File: config.mk
export PLATFORM = sky130hd
export DESIGN_NAME = radix_integer_text_parser_flat
export DESIGN_NICKNAME = d
export VERILOG_FILES = /design/src/rtl/core/rip_pkg.sv /design/src/rtl/core/rip_req_if.sv /design/src/rtl/core/rip_rsp_if.sv /design/src/rtl/core/radix_integer_text_parser.sv /design/src/flat_wrapper.sv
export SDC_FILE = /design/constraint.sdc
export NUM_CORES = 1
export LEC_CHECK = 0
export BUFFER_PORTS_ARGS = -buffer_cell sky130_fd_sc_hd__clkbuf_2
export CAP_MARGIN = 40
export CORE_MARGIN = 2
export CORE_UTILIZATION = 52
export CTS_CLUSTER_DIAMETER = 50
export DETAILED_ROUTE_END_ITERATION = 6
export PLACE_DENSITY = 0.7
export SLEW_MARGIN = 20
export SYNTH_ARGS = -nofsm -noshare
export SYNTH_HDL_FRONTEND = slang
export SYNTH_SLANG_ARGS = --single-unit
File: constraint.sdc
create_clock -name clock -period 6.8 [get_ports clock]
set_input_delay 0.34 -clock clock [delete_from_list [all_inputs] [get_ports clock]]
set_output_delay 0.34 -clock clock [all_outputs]
set_load 0.05 [all_outputs]
File: src/rtl/core/rip_pkg.sv
// ----------------------------------------------------------------------------
// rip_pkg
// Types, character codes and decode helpers for the radix integer parser.
// ----------------------------------------------------------------------------
`default_nettype none

package rip_pkg;

   localparam int CHAR_WIDTH = 8;
   localparam int BASE_WIDTH = 5;
   localparam int OUT_WIDTH  = 32;

   typedef logic [CHAR_WIDTH-1:0] char_type;
   typedef logic [BASE_WIDTH-1:0] base_type;

   // parse phases
   typedef enum logic [2:0] {
      PH_SKIP,
      PH_LETTER,
      PH_DIGITS,
      PH_AFTER,
      PH_FAILED
   } parse_phase_type;

   // supported radix codes
   localparam base_type BASE_BIN = 5'd2;
   localparam base_type BASE_OCT = 5'd8;
   localparam base_type BASE_DEC = 5'd10;
   localparam base_type BASE_HEX = 5'd16;

   // digit code for a byte that is no digit in any radix
   localparam base_type DIGIT_NONE = 5'd31;

   // character codes
   localparam char_type CH_MINUS   = 8'h2D;
   localparam char_type CH_PLUS    = 8'h2B;
   localparam char_type CH_ZERO    = 8'h30;
   localparam char_type CH_NINE    = 8'h39;
   localparam char_type CH_UP_A    = 8'h41;
   localparam char_type CH_UP_F    = 8'h46;
   localparam char_type CH_LOW_A   = 8'h61;
   localparam char_type CH_LOW_F   = 8'h66;
   localparam char_type CH_UP_X    = 8'h58;
   localparam char_type CH_LOW_X   = 8'h78;
   localparam char_type CH_UP_B    = 8'h42;
   localparam char_type CH_LOW_B   = 8'h62;
   localparam char_type CH_SPACE   = 8'h20;
   localparam char_type CH_TAB     = 8'h09;
   localparam char_type CH_CR      = 8'h0D;

   // space, tab, newline, vertical tab, form feed, carriage return
   function automatic logic is_blank(input char_type c);
      return (c == CH_SPACE) || ((c >= CH_TAB) && (c <= CH_CR));
   endfunction

   // digit value of a byte, case-insensitive; DIGIT_NONE if not a digit
   function automatic base_type digit_of(input char_type c);
      base_type d;
      d = DIGIT_NONE;
      if ((c >= CH_ZERO) && (c <= CH_NINE)) begin
         d = BASE_WIDTH'(c - CH_ZERO);
      end else if ((c >= CH_UP_A) && (c <= CH_UP_F)) begin
         d = BASE_WIDTH'(c - CH_UP_A) + 5'd10;
      end else if ((c >= CH_LOW_A) && (c <= CH_LOW_F)) begin
         d = BASE_WIDTH'(c - CH_LOW_A) + 5'd10;
      end
      return d;
   endfunction

endpackage

`default_nettype wire

File: src/rtl/core/rip_req_if.sv
// ----------------------------------------------------------------------------
// rip_req_if
// Character channel: one byte of the number string, or an end marker.
// ----------------------------------------------------------------------------
`default_nettype none

interface rip_req_if;
   logic                        valid;
   logic                        ready;
   logic [rip_pkg::CHAR_WIDTH-1:0] character;
   logic                        end_of_string;

   modport source (output valid, output character, output end_of_string, input ready);
   modport sink   (input valid, input character, input end_of_string, output ready);
endinterface

`default_nettype wire

File: src/rtl/core/rip_rsp_if.sv
// ----------------------------------------------------------------------------
// rip_rsp_if
// Result channel: parsed value and well-formed flag for one string.
// ----------------------------------------------------------------------------
`default_nettype none

interface rip_rsp_if;
   logic                              valid;
   logic                              ready;
   logic signed [rip_pkg::OUT_WIDTH-1:0] value;
   logic                              well_formed;

   modport source (output valid, output value, output well_formed, input ready);
   modport sink   (input valid, input value, input well_formed, output ready);
endinterface

`default_nettype wire

File: src/rtl/core/radix_integer_text_parser.sv
// ----------------------------------------------------------------------------
// radix_integer_text_parser
// Parses a number string one byte per item in a configured radix, with
// whitespace skip, sign and base prefixes; an end item returns the value.
// ----------------------------------------------------------------------------
//  channel   dir   handshake      payload
//  req_if    in    valid/ready    character[7:0], end_of_string
//  rsp_if    out   valid/ready    value[31:0] signed, well_formed
//  csr_*     in    write enable   number_base[4:0]
//
//  One item per cycle while req_if is ready; the parse state updates at the edge that takes a byte.
//  An end item loads the result register, seen on rsp_if in the cycle after.
//  The result register holds while rsp_if is stalled; req_if stays ready as
//  long as that register is empty or being taken in the same cycle.
//  Synchronous reset restores radix 10 and the whitespace-skip phase.
// ----------------------------------------------------------------------------
`default_nettype none

module radix_integer_text_parser #(
   parameter int VALUE_WIDTH = 32
) (
   input  wire logic                  clock,
   input  wire logic                  reset,
   input  wire logic                  csr_write_en,
   input  wire rip_pkg::base_type     csr_write_data,
   rip_req_if.sink                    req_if,
   rip_rsp_if.source                  rsp_if
);
   import rip_pkg::*;

   // configuration and parse state
   base_type                base_ff;
   parse_phase_type         phase_ff, phase_in;
   logic [VALUE_WIDTH-1:0]  acc_ff, acc_in;
   logic                    neg_ff, neg_in;
   logic                    seen_ff, seen_in;
   logic                    junk_ff, junk_in;

   // result register
   logic                    rsp_valid_ff;
   logic signed [OUT_WIDTH-1:0] rsp_value_ff, rsp_value_in;
   logic                    rsp_well_formed_ff, rsp_well_formed_in;

   logic                    accept;
   logic                    end_item;
   char_type                c;
   base_type                digit;
   logic                    is_digit;
   logic [VALUE_WIDTH-1:0]  mac;
   logic [VALUE_WIDTH-1:0]  signed_acc;
   logic                    ok_phase;

   // handshake
   assign req_if.ready = !rsp_valid_ff || rsp_if.ready;
   assign accept       = req_if.valid && req_if.ready;
   assign end_item     = req_if.end_of_string;
   assign c            = req_if.character;

   // digit decode and multiply-accumulate
   assign digit    = digit_of(c);
   assign is_digit = digit < base_ff;
   assign mac      = acc_ff * {{(VALUE_WIDTH-BASE_WIDTH){1'b0}}, base_ff}
                   + {{(VALUE_WIDTH-BASE_WIDTH){1'b0}}, digit};

   // sign applied to the accumulator
   assign signed_acc = neg_ff ? (~acc_ff + 1'b1) : acc_ff;
   assign ok_phase   = (phase_ff == PH_DIGITS) || (phase_ff == PH_AFTER);

   // wrap to VALUE_WIDTH, then sign-extend or truncate to the output width
   generate
      if (VALUE_WIDTH >= OUT_WIDTH) begin : g_trunc
         assign rsp_value_in = ok_phase ? signed_acc[OUT_WIDTH-1:0] : '0;
      end else begin : g_extend
         assign rsp_value_in = ok_phase
            ? {{(OUT_WIDTH-VALUE_WIDTH){signed_acc[VALUE_WIDTH-1]}}, signed_acc}
            : '0;
      end
   endgenerate

   assign rsp_well_formed_in = ok_phase && seen_ff && !junk_ff;

   // next parse state
   always_comb begin
      phase_in = phase_ff;
      acc_in   = acc_ff;
      neg_in   = neg_ff;
      seen_in  = seen_ff;
      junk_in  = junk_ff;
      if (accept && end_item) begin
         phase_in = PH_SKIP;
         acc_in   = '0;
         neg_in   = 1'b0;
         seen_in  = 1'b0;
         junk_in  = 1'b0;
      end else if (accept) begin
         unique case (phase_ff)
            PH_SKIP: begin
               if (!is_blank(c)) begin
                  if (base_ff == BASE_DEC) begin
                     phase_in = PH_DIGITS;
                     if ((c == CH_MINUS) || (c == CH_PLUS)) begin
                        neg_in = (c == CH_MINUS);
                     end else if (is_digit) begin
                        acc_in  = mac;
                        seen_in = 1'b1;
                     end else begin
                        junk_in  = 1'b1;
                        phase_in = PH_AFTER;
                     end
                  end else if ((base_ff == BASE_BIN) || (base_ff == BASE_OCT) ||
                               (base_ff == BASE_HEX)) begin
                     if (c != CH_ZERO) begin
                        phase_in = PH_FAILED;
                     end else if (base_ff == BASE_OCT) begin
                        phase_in = PH_DIGITS;
                     end else begin
                        phase_in = PH_LETTER;
                     end
                  end else begin
                     phase_in = PH_FAILED;
                  end
               end
            end
            PH_LETTER: begin
               if (((base_ff == BASE_BIN) && ((c == CH_LOW_B) || (c == CH_UP_B))) ||
                   ((base_ff == BASE_HEX) && ((c == CH_LOW_X) || (c == CH_UP_X)))) begin
                  phase_in = PH_DIGITS;
               end else begin
                  phase_in = PH_FAILED;
               end
            end
            PH_DIGITS: begin
               if (is_digit) begin
                  acc_in  = mac;
                  seen_in = 1'b1;
               end else begin
                  junk_in  = 1'b1;
                  phase_in = PH_AFTER;
               end
            end
            PH_AFTER, PH_FAILED: begin
               phase_in = phase_ff;
            end
            default: begin
               phase_in = PH_FAILED;
            end
         endcase
      end
   end

   // configuration register
   always_ff @(posedge clock) begin
      if (reset) begin
         base_ff <= BASE_DEC;
      end else if (csr_write_en) begin
         base_ff <= csr_write_data;
      end
   end

   // parse state registers
   always_ff @(posedge clock) begin
      if (reset) begin
         phase_ff <= PH_SKIP;
         acc_ff   <= '0;
         neg_ff   <= 1'b0;
         seen_ff  <= 1'b0;
         junk_ff  <= 1'b0;
      end else begin
         phase_ff <= phase_in;
         acc_ff   <= acc_in;
         neg_ff   <= neg_in;
         seen_ff  <= seen_in;
         junk_ff  <= junk_in;
      end
   end

   // result valid
   always_ff @(posedge clock) begin
      if (reset) begin
         rsp_valid_ff <= 1'b0;
      end else if (accept && end_item) begin
         rsp_valid_ff <= 1'b1;
      end else if (rsp_if.ready) begin
         rsp_valid_ff <= 1'b0;
      end
   end

   // result payload
   always_ff @(posedge clock) begin
      if (accept && end_item) begin
         rsp_value_ff       <= rsp_value_in;
         rsp_well_formed_ff <= rsp_well_formed_in;
      end
   end

   assign rsp_if.valid       = rsp_valid_ff;
   assign rsp_if.value       = rsp_value_ff;
   assign rsp_if.well_formed = rsp_well_formed_ff;

endmodule

`default_nettype wire

File: src/flat_wrapper.sv
// flat-port wrapper written by rule: the top's interface ports become plain ports
module radix_integer_text_parser_flat import rip_pkg::*;
#(
   parameter int VALUE_WIDTH = 32
)
  (clock, reset, csr_write_en, csr_write_data, req_if_valid, req_if_character, req_if_end_of_string, req_if_ready, rsp_if_valid, rsp_if_value, rsp_if_well_formed, rsp_if_ready);
  rip_req_if req_if_i ();
  rip_rsp_if rsp_if_i ();
  input  wire logic clock;
  input  wire logic reset;
  input  wire logic csr_write_en;
  input  wire rip_pkg::base_type csr_write_data;
  input wire logic [$bits(req_if_i.valid)-1:0] req_if_valid;
  input wire logic [$bits(req_if_i.character)-1:0] req_if_character;
  input wire logic [$bits(req_if_i.end_of_string)-1:0] req_if_end_of_string;
  output wire logic [$bits(req_if_i.ready)-1:0] req_if_ready;
  output wire logic [$bits(rsp_if_i.valid)-1:0] rsp_if_valid;
  output wire logic [$bits(rsp_if_i.value)-1:0] rsp_if_value;
  output wire logic [$bits(rsp_if_i.well_formed)-1:0] rsp_if_well_formed;
  input wire logic [$bits(rsp_if_i.ready)-1:0] rsp_if_ready;
  assign req_if_i.valid = req_if_valid;
  assign req_if_i.character = req_if_character;
  assign req_if_i.end_of_string = req_if_end_of_string;
  assign req_if_ready = req_if_i.ready;
  assign rsp_if_valid = rsp_if_i.valid;
  assign rsp_if_value = rsp_if_i.value;
  assign rsp_if_well_formed = rsp_if_i.well_formed;
  assign rsp_if_i.ready = rsp_if_ready;
  radix_integer_text_parser #(.VALUE_WIDTH(VALUE_WIDTH)) u_core (.clock(clock), .reset(reset), .csr_write_en(csr_write_en), .csr_write_data(csr_write_data), .req_if(req_if_i), .rsp_if(rsp_if_i));
endmodule
==> flow_summary.ini, run 1 <==
[run_status]
status = finished clean

[global_route]
grt_pass1_wl_um = 35700
first_global_vias = 7019
overflow = 0
antenna_found_initial = 0
grt_util_all_layers_pct = 24.7
grt_max_degree = 37

[sta]
min_period_over_period_pct = 79.7
period_minus_slack_ps = 5420
fmax_mhz = 185
rsz0062_at_grt = false
clock_skew_ps = 13.3
maxSlewHeadroom_pct = 42.0
final-setup-viol-count = 0
hold_violations = 0
setup_ws_ps = 1380
fin_setup_tns_ps = 0
worst_slew_pin_slew_ps = 869
slew_violations = 0

[worst_setup_path]
critPathTopFamily = adder cells
worst_path_largest_cell_delay_ps = 880
cp.required_ps = 7020
worstSetupEndpointType = flip-flop
r2r_cells = 15
reg2reg_from = u_core.base_ff[3]
crit_path_start_kind = flip-flop
crit_type = reg2reg
path_cells = buf_4 -> nand2_1 -> fa_1 -> inv_1 -> fa_1 -> fa_1 -> ha_1 -> nand4_1 -> or3_1 -> a211oi_1 -> o2111ai_1 -> a21boi_0 -> a31oi_1 -> nor4b_1 -> or3_1
path_buf_inv = 2
crit_fanout = 19
arrival_ps = 5640
r2r_end = u_core.acc_ff[30]
critPathSlowestCell = dfxtp_1
timing.reg2reg.setup_slack_ps = 1380
cp_common_cell = fa_1

[logic_synthesis]
synth_top_area_share_pct = 20.0
yosys.area.top_type = fa_1
synth_cells = 1023
ys_seq_area_share_pct = 21.4
syn_area_um2 = 8730
yosysWarnings = 0
synth-async-reset-ratio_pct = 0
ys_top_cells_by_count = nand2_1 (159), inv_1 (95), fa_1 (87)
syn_nets = 1200
synth.most_common_cell = nand2_1
ys_ff_latch = 77
syn_avg_cell_area_um2 = 8.53
synth_cell_types = 72
ys.flop_type = dfxtp_1
synthTopCellsByArea = fa_1 (20%), edfxtp_1 (11%), ha_1 (10%), dfxtp_1 (10%), nand2_1 (6.8%)
synth_edf_count = 33

[drt]
wl_um = 21300
drc = 0
ant_nets = 0
firstDrtPassIters = 7
wl_per_cell_um = 17.0
drt_iter0_drc = 594
num_vias = 7149
viasPerCell = 5.69

[cts]
cts_max_level = 3
numCtsBuffers = 9
insertion_delay_ps = 350
cts_buffer_depth = 2
post_cts_buffers = 0
hold_buffers = 0
clkTransAtPathRegs_ps = 60
root_buffer = clkbuf_16
cts_tree = done
cts_resized = 0
cts.sinks = 77

[cells_and_area]
diodes = 0
nets = 1208
syn_to_final_growth_pct = 7.68
fin_util_pct = 56.9
fin_cells = 1256
fillers = 1479
drive_gt1_share_pct = 9.17

[pwr]
p_leak_nw = 4.42
peakVddDrop_mv = 0.147
p_per_area_nw_per_um2 = 128
power.total_mw = 1.20

[run]
max_cap_violations = 0

[hold_path]
min_to = u_core.base_ff[1]
holdCritStartpoint = csr_write_data[1]
worstHoldPathCells = 3
hold_class = in2reg

[place]
dpl_worst_slack_ps = 1250
dp_cells = 1239
gp_congestion = 0.876
io_buffers = 53
dp_hpwl_um = 15600

[floorplanning]
rows = 47
initial_core_util_pct = 52.8
fp.dieH_um = 134
fp.coreArea_um2 = 16500
ioPinCount = 54
die-area_um2 = 17800
die_x_um = 134
==> flip-flops by register name, summed over array words and instances, names as in the netlist <==
register and cells:
u_core.base_ff 5, u_core.seen_ff 1, u_core.phase_ff 3, u_core.junk_ff 1, u_core.rsp_if.valid 1, u_core.rsp_if.well_formed 1, u_core.acc_ff 32, u_core.neg_ff 1
u_core.rsp_if.value 32
==> cells by family after synthesis <==
kind of cell,after synthesis,synth area share (%)
AO/OA/AOI/OAI,180,13.5
buffers and inverters,165,7.41
XOR/XNOR,59,5.92
flip-flops,77,21.4
AND/OR/NAND/NOR,375,20.6
multiplexers,8,0.946
adder cells (fa/ha/maj),159,30.2
==> through the flow <==
stage | instance area [um^2] | hold slack [ps]
2_1_floorplan | 8730 | 409
3_3_place_gp | 9080 | 445
3_5_place_dp | 9080 | 457
4_1_cts | 9390 | 234
5_1_grt | 9400 | 256
6_report | 9400 | 239
==> where the power goes <==
group	internal, mW	switching, mW
Combinational	0.0556	0.129
Clock	0.290	0.220
Sequential	0.493	0.0145
Total	0.838	0.363
==> worst min-delay path, stage by stage <==
cell and delay, ps:
clkbuf_2 80, nand2_1 50, o211ai_1 70
==> worst max-delay path by stage <==
stage                         from                 to  slack (ps)  cells past startpoint
3_3_place_gp   req_if_character[0]  u_core.acc_ff[31]        1300                     20
2_1_floorplan  req_if_character[0]  u_core.acc_ff[31]        1890                     19
6_report         u_core.base_ff[3]  u_core.acc_ff[30]        1380                     15
5_1_grt          u_core.base_ff[3]  u_core.acc_ff[31]         890                     15
4_1_cts          u_core.base_ff[3]  u_core.acc_ff[30]        1380                     15
3_5_place_dp   req_if_character[0]  u_core.acc_ff[31]        1250                     20
==> metal layers <==
metal	wire length (um)	part of all wire, %	vias to the layer above	global-route usage, %
li1	-	-	3407	-
met1	10100	47	3490	36.1
met2	9790	46	221	39.4
met3	1060	5.0	31	2.66
met4	388	1.8	0	6.26
met5	0	0	-	0
==> layout make-up <==
type	count	area, um^2	area share, %
repair buffers	67	378	4.02
well taps	220	275	2.93
clock buffers	9	225	2.40
clock inverters	7	82.6	0.878
inverters	95	357	3.79
multi-input cells	781	6210	66.1
flip-flops and latches	77	1870	19.9
==> layout by cell type, fill, tap and decap left out, drive strengths merged, types with 9 or more instances in the layout <==
master,n
nand2,160
inv,97
fa,87
and2,71
ha,71
nor2,69
clkbuf,62
a21oi,50
dfxtp,44
o21ai,39
xor2,35
edfxtp,33
xnor2,24
nand3,16
a21o,14
buf,14
o31ai,10
a211oi,9
a31oi,9
Note: power is estimated with default switching activity, not from simulation.
==> inputs of run 2 (changes only) <==
--- a/config.mk
+++ b/config.mk
@@ -11,7 +11,7 @@
 export CORE_UTILIZATION = 52
 export CTS_CLUSTER_DIAMETER = 50
 export DETAILED_ROUTE_END_ITERATION = 6
-export PLACE_DENSITY = 0.7
+export PLACE_DENSITY = 0.73
 export SLEW_MARGIN = 20
 export SYNTH_ARGS = -nofsm -noshare
 export SYNTH_HDL_FRONTEND = slang
==> constraint.sdc (replaced) <==
create_clock -name clock -period 4.8 [get_ports clock]
set_input_delay 0.24 -clock clock [delete_from_list [all_inputs] [get_ports clock]]
set_output_delay 0.24 -clock clock [all_outputs]
set_load 0.05 [all_outputs]
==> flow_summary.ini, run 2 (synthesized netlist as in run 1, its figures left out) <==
[worst_setup_path]
path_cells = clkbuf_2 -> inv_2 -> ha_2 -> or3b_2 -> nand4b_1 -> o21a_1 -> inv_2 -> fa_1 -> fa_1 -> fa_1 -> inv_1 -> ha_4 -> a211oi_2 -> o21a_1 -> buf_4 -> a211oi_4 -> o2111ai_2 -> a21boi_2 -> a31oi_1 -> nor4b_1 -> or3_1
cp_common_cell = fa_1
arrival_ps = 4890
worst_path_largest_cell_delay_ps = 520
worstSetupEndpointType = flip-flop
critPathSlowestCell = fa_1
crit_fanout = 3
cp.required_ps = 5030
crit_type = in2reg
crit_path_start_kind = input port

[floorplanning]
rows = 47
ioPinCount = 54
die-area_um2 = 17800
die_x_um = 134
initial_core_util_pct = 52.8
fp.coreArea_um2 = 16500
fp.dieH_um = 134

[pwr]
p_per_area_nw_per_um2 = 173
intPower_mw = 1.21
peakVddDrop_mv = 0.141
p_clk_share_pct = 41.7
p_sw_share_pct = 30.4
p_leak_nw = 4.78
sequentialPowerShare_pct = 41.1
p_sw_uw = 528
power.total_mw = 1.74
p_comb_share_pct = 17.2

[sta]
maxSlewHeadroom_pct = 51.6
worst_slew_pin_slew_ps = 724
period_minus_slack_ps = 4660
final-setup-viol-count = 0
whs_ps = 129
fmax_mhz = 215
setup_ws_ps = 139
slew_violations = 0
min_period_over_period_pct = 97.1
hold_violations = 0
clock_skew_ps = 6.98

[cells_and_area]
final_cell_mix = nand2_1 (159), inv_1 (92), fa_1 (87)
final_common_cell = nand2_1
nets = 1274
diodes = 0
fin_cells = 1322
fin_util_pct = 60.9
drive_gt1_share_pct = 16.5
syn_to_final_growth_pct = 15.3

[global_route]
first_global_vias = 7513
grt_max_degree = 37
grt_pass1_wl_um = 38000
overflow = 0
grt_util_all_layers_pct = 26.6
antenna_found_initial = 0

[drt]
viasPerCell = 5.74
drc = 0
wl_um = 23300
wl_per_cell_um = 17.6
ant_nets = 0
num_vias = 7583
drt_iter0_drc = 570
firstDrtPassIters = 6

[run]
max_cap_violations = 0

[cts]
cts_max_level = 3
hold_buffers = 0
cts.sinks = 77
clkTransAtPathRegs_ps = 70
insertion_delay_ps = 350
cts_buffer_depth = 2
cts_tree = done
root_buffer = clkbuf_16
numCtsBuffers = 9

[hold_path]
hold_class = in2reg

[place]
io_buffers = 53
dp_hpwl_um = 17000
dpl_worst_slack_ps = -359
gp_congestion = 0.957
dp_cells = 1300

[run_status]
status = finished clean
[run 2: cell count changes in the layout (fill, tap and decap cells not counted), sizes merged]
cell | previous run | this run
buf | 14 | 80
clkinv | 4 | 1
clkinvlp | 0 | 2
inv | 97 | 98
[run 2: path summary, 6_finish.rpt]
kind,depth (start not counted),slack [ps],endpoint,startpoint
setup / recovery,21,140,u_core.acc_ff[30],req_if_character[0]
hold / removal,3,130,u_core.base_ff[4],csr_write_data[4]
setup reg to reg,16,160,u_core.acc_ff[30],u_core.base_ff[4]
hold reg to reg,2,510,u_core.junk_ff,u_core.junk_ff
[run 2: cell type report]
| class | instances | area [um^2] |
|---|---|---|
| fill | 1387 | 6460 |
| multi-input combinational | 781 | 6340 |
| sequential | 77 | 1870 |
| timing repair buffer | 133 | 916 |
| inverter | 95 | 357 |
| tap | 220 | 275 |
| clock buffer | 9 | 225 |
| clock inverter | 7 | 80.1 |
[run 2: routing by layer]
layer  GRT usage (%)  part of all wire [%]  vias to the layer above
met1            35.9                    43                     3687
met4            9.81                   3.3                        0
met3            3.65                   6.1                       54
met5               0                     0                        -
li1                -                     -                     3541
met2            43.8                    47                      301
[run 2: power groups by stage]
stage | Combinational (mW) | Sequential [mW] | Clock [mW]
after CTS | 0.292 | 0.713 | 0.725
after floorplan | 0.157 | 0.752 | 0
final | 0.299 | 0.713 | 0.725
after global routing | 0.324 | 0.715 | 0.752
after detailed placement | 0.290 | 0.727 | 0
after global placement | 0.284 | 0.727 | 0
[run 2: critical path: cells and delay by family]
| kind | cells | cell delay (ps) |
|---|---|---|
| adders and majority gates | 5 | 1920 |
| buffers and inverters | 5 | 450 |
| AOI/OAI and AO/OA | 7 | 1210 |
| and+or+nand+nor | 4 | 1060 |
[run 2: through the flow]
step           setup TNS, ps  area [um^2]
3_3_place_gp           -1420         9590
5_1_grt                -68.3        10100
2_1_floorplan              0         8730
4_1_cts                    0         9900
6_report                   0        10100
3_5_place_dp           -2190         9590
[run 2: timing repair]
| action | CTS | global route |
|---|---|---|
| endpoints found under the setup margin | 1 | 10 |
| pin swaps | 0 | 22 |
| gates cloned | 0 | 0 |
| resized for setup | 1 | 26 |
| setup buffers | 0 | 6 |
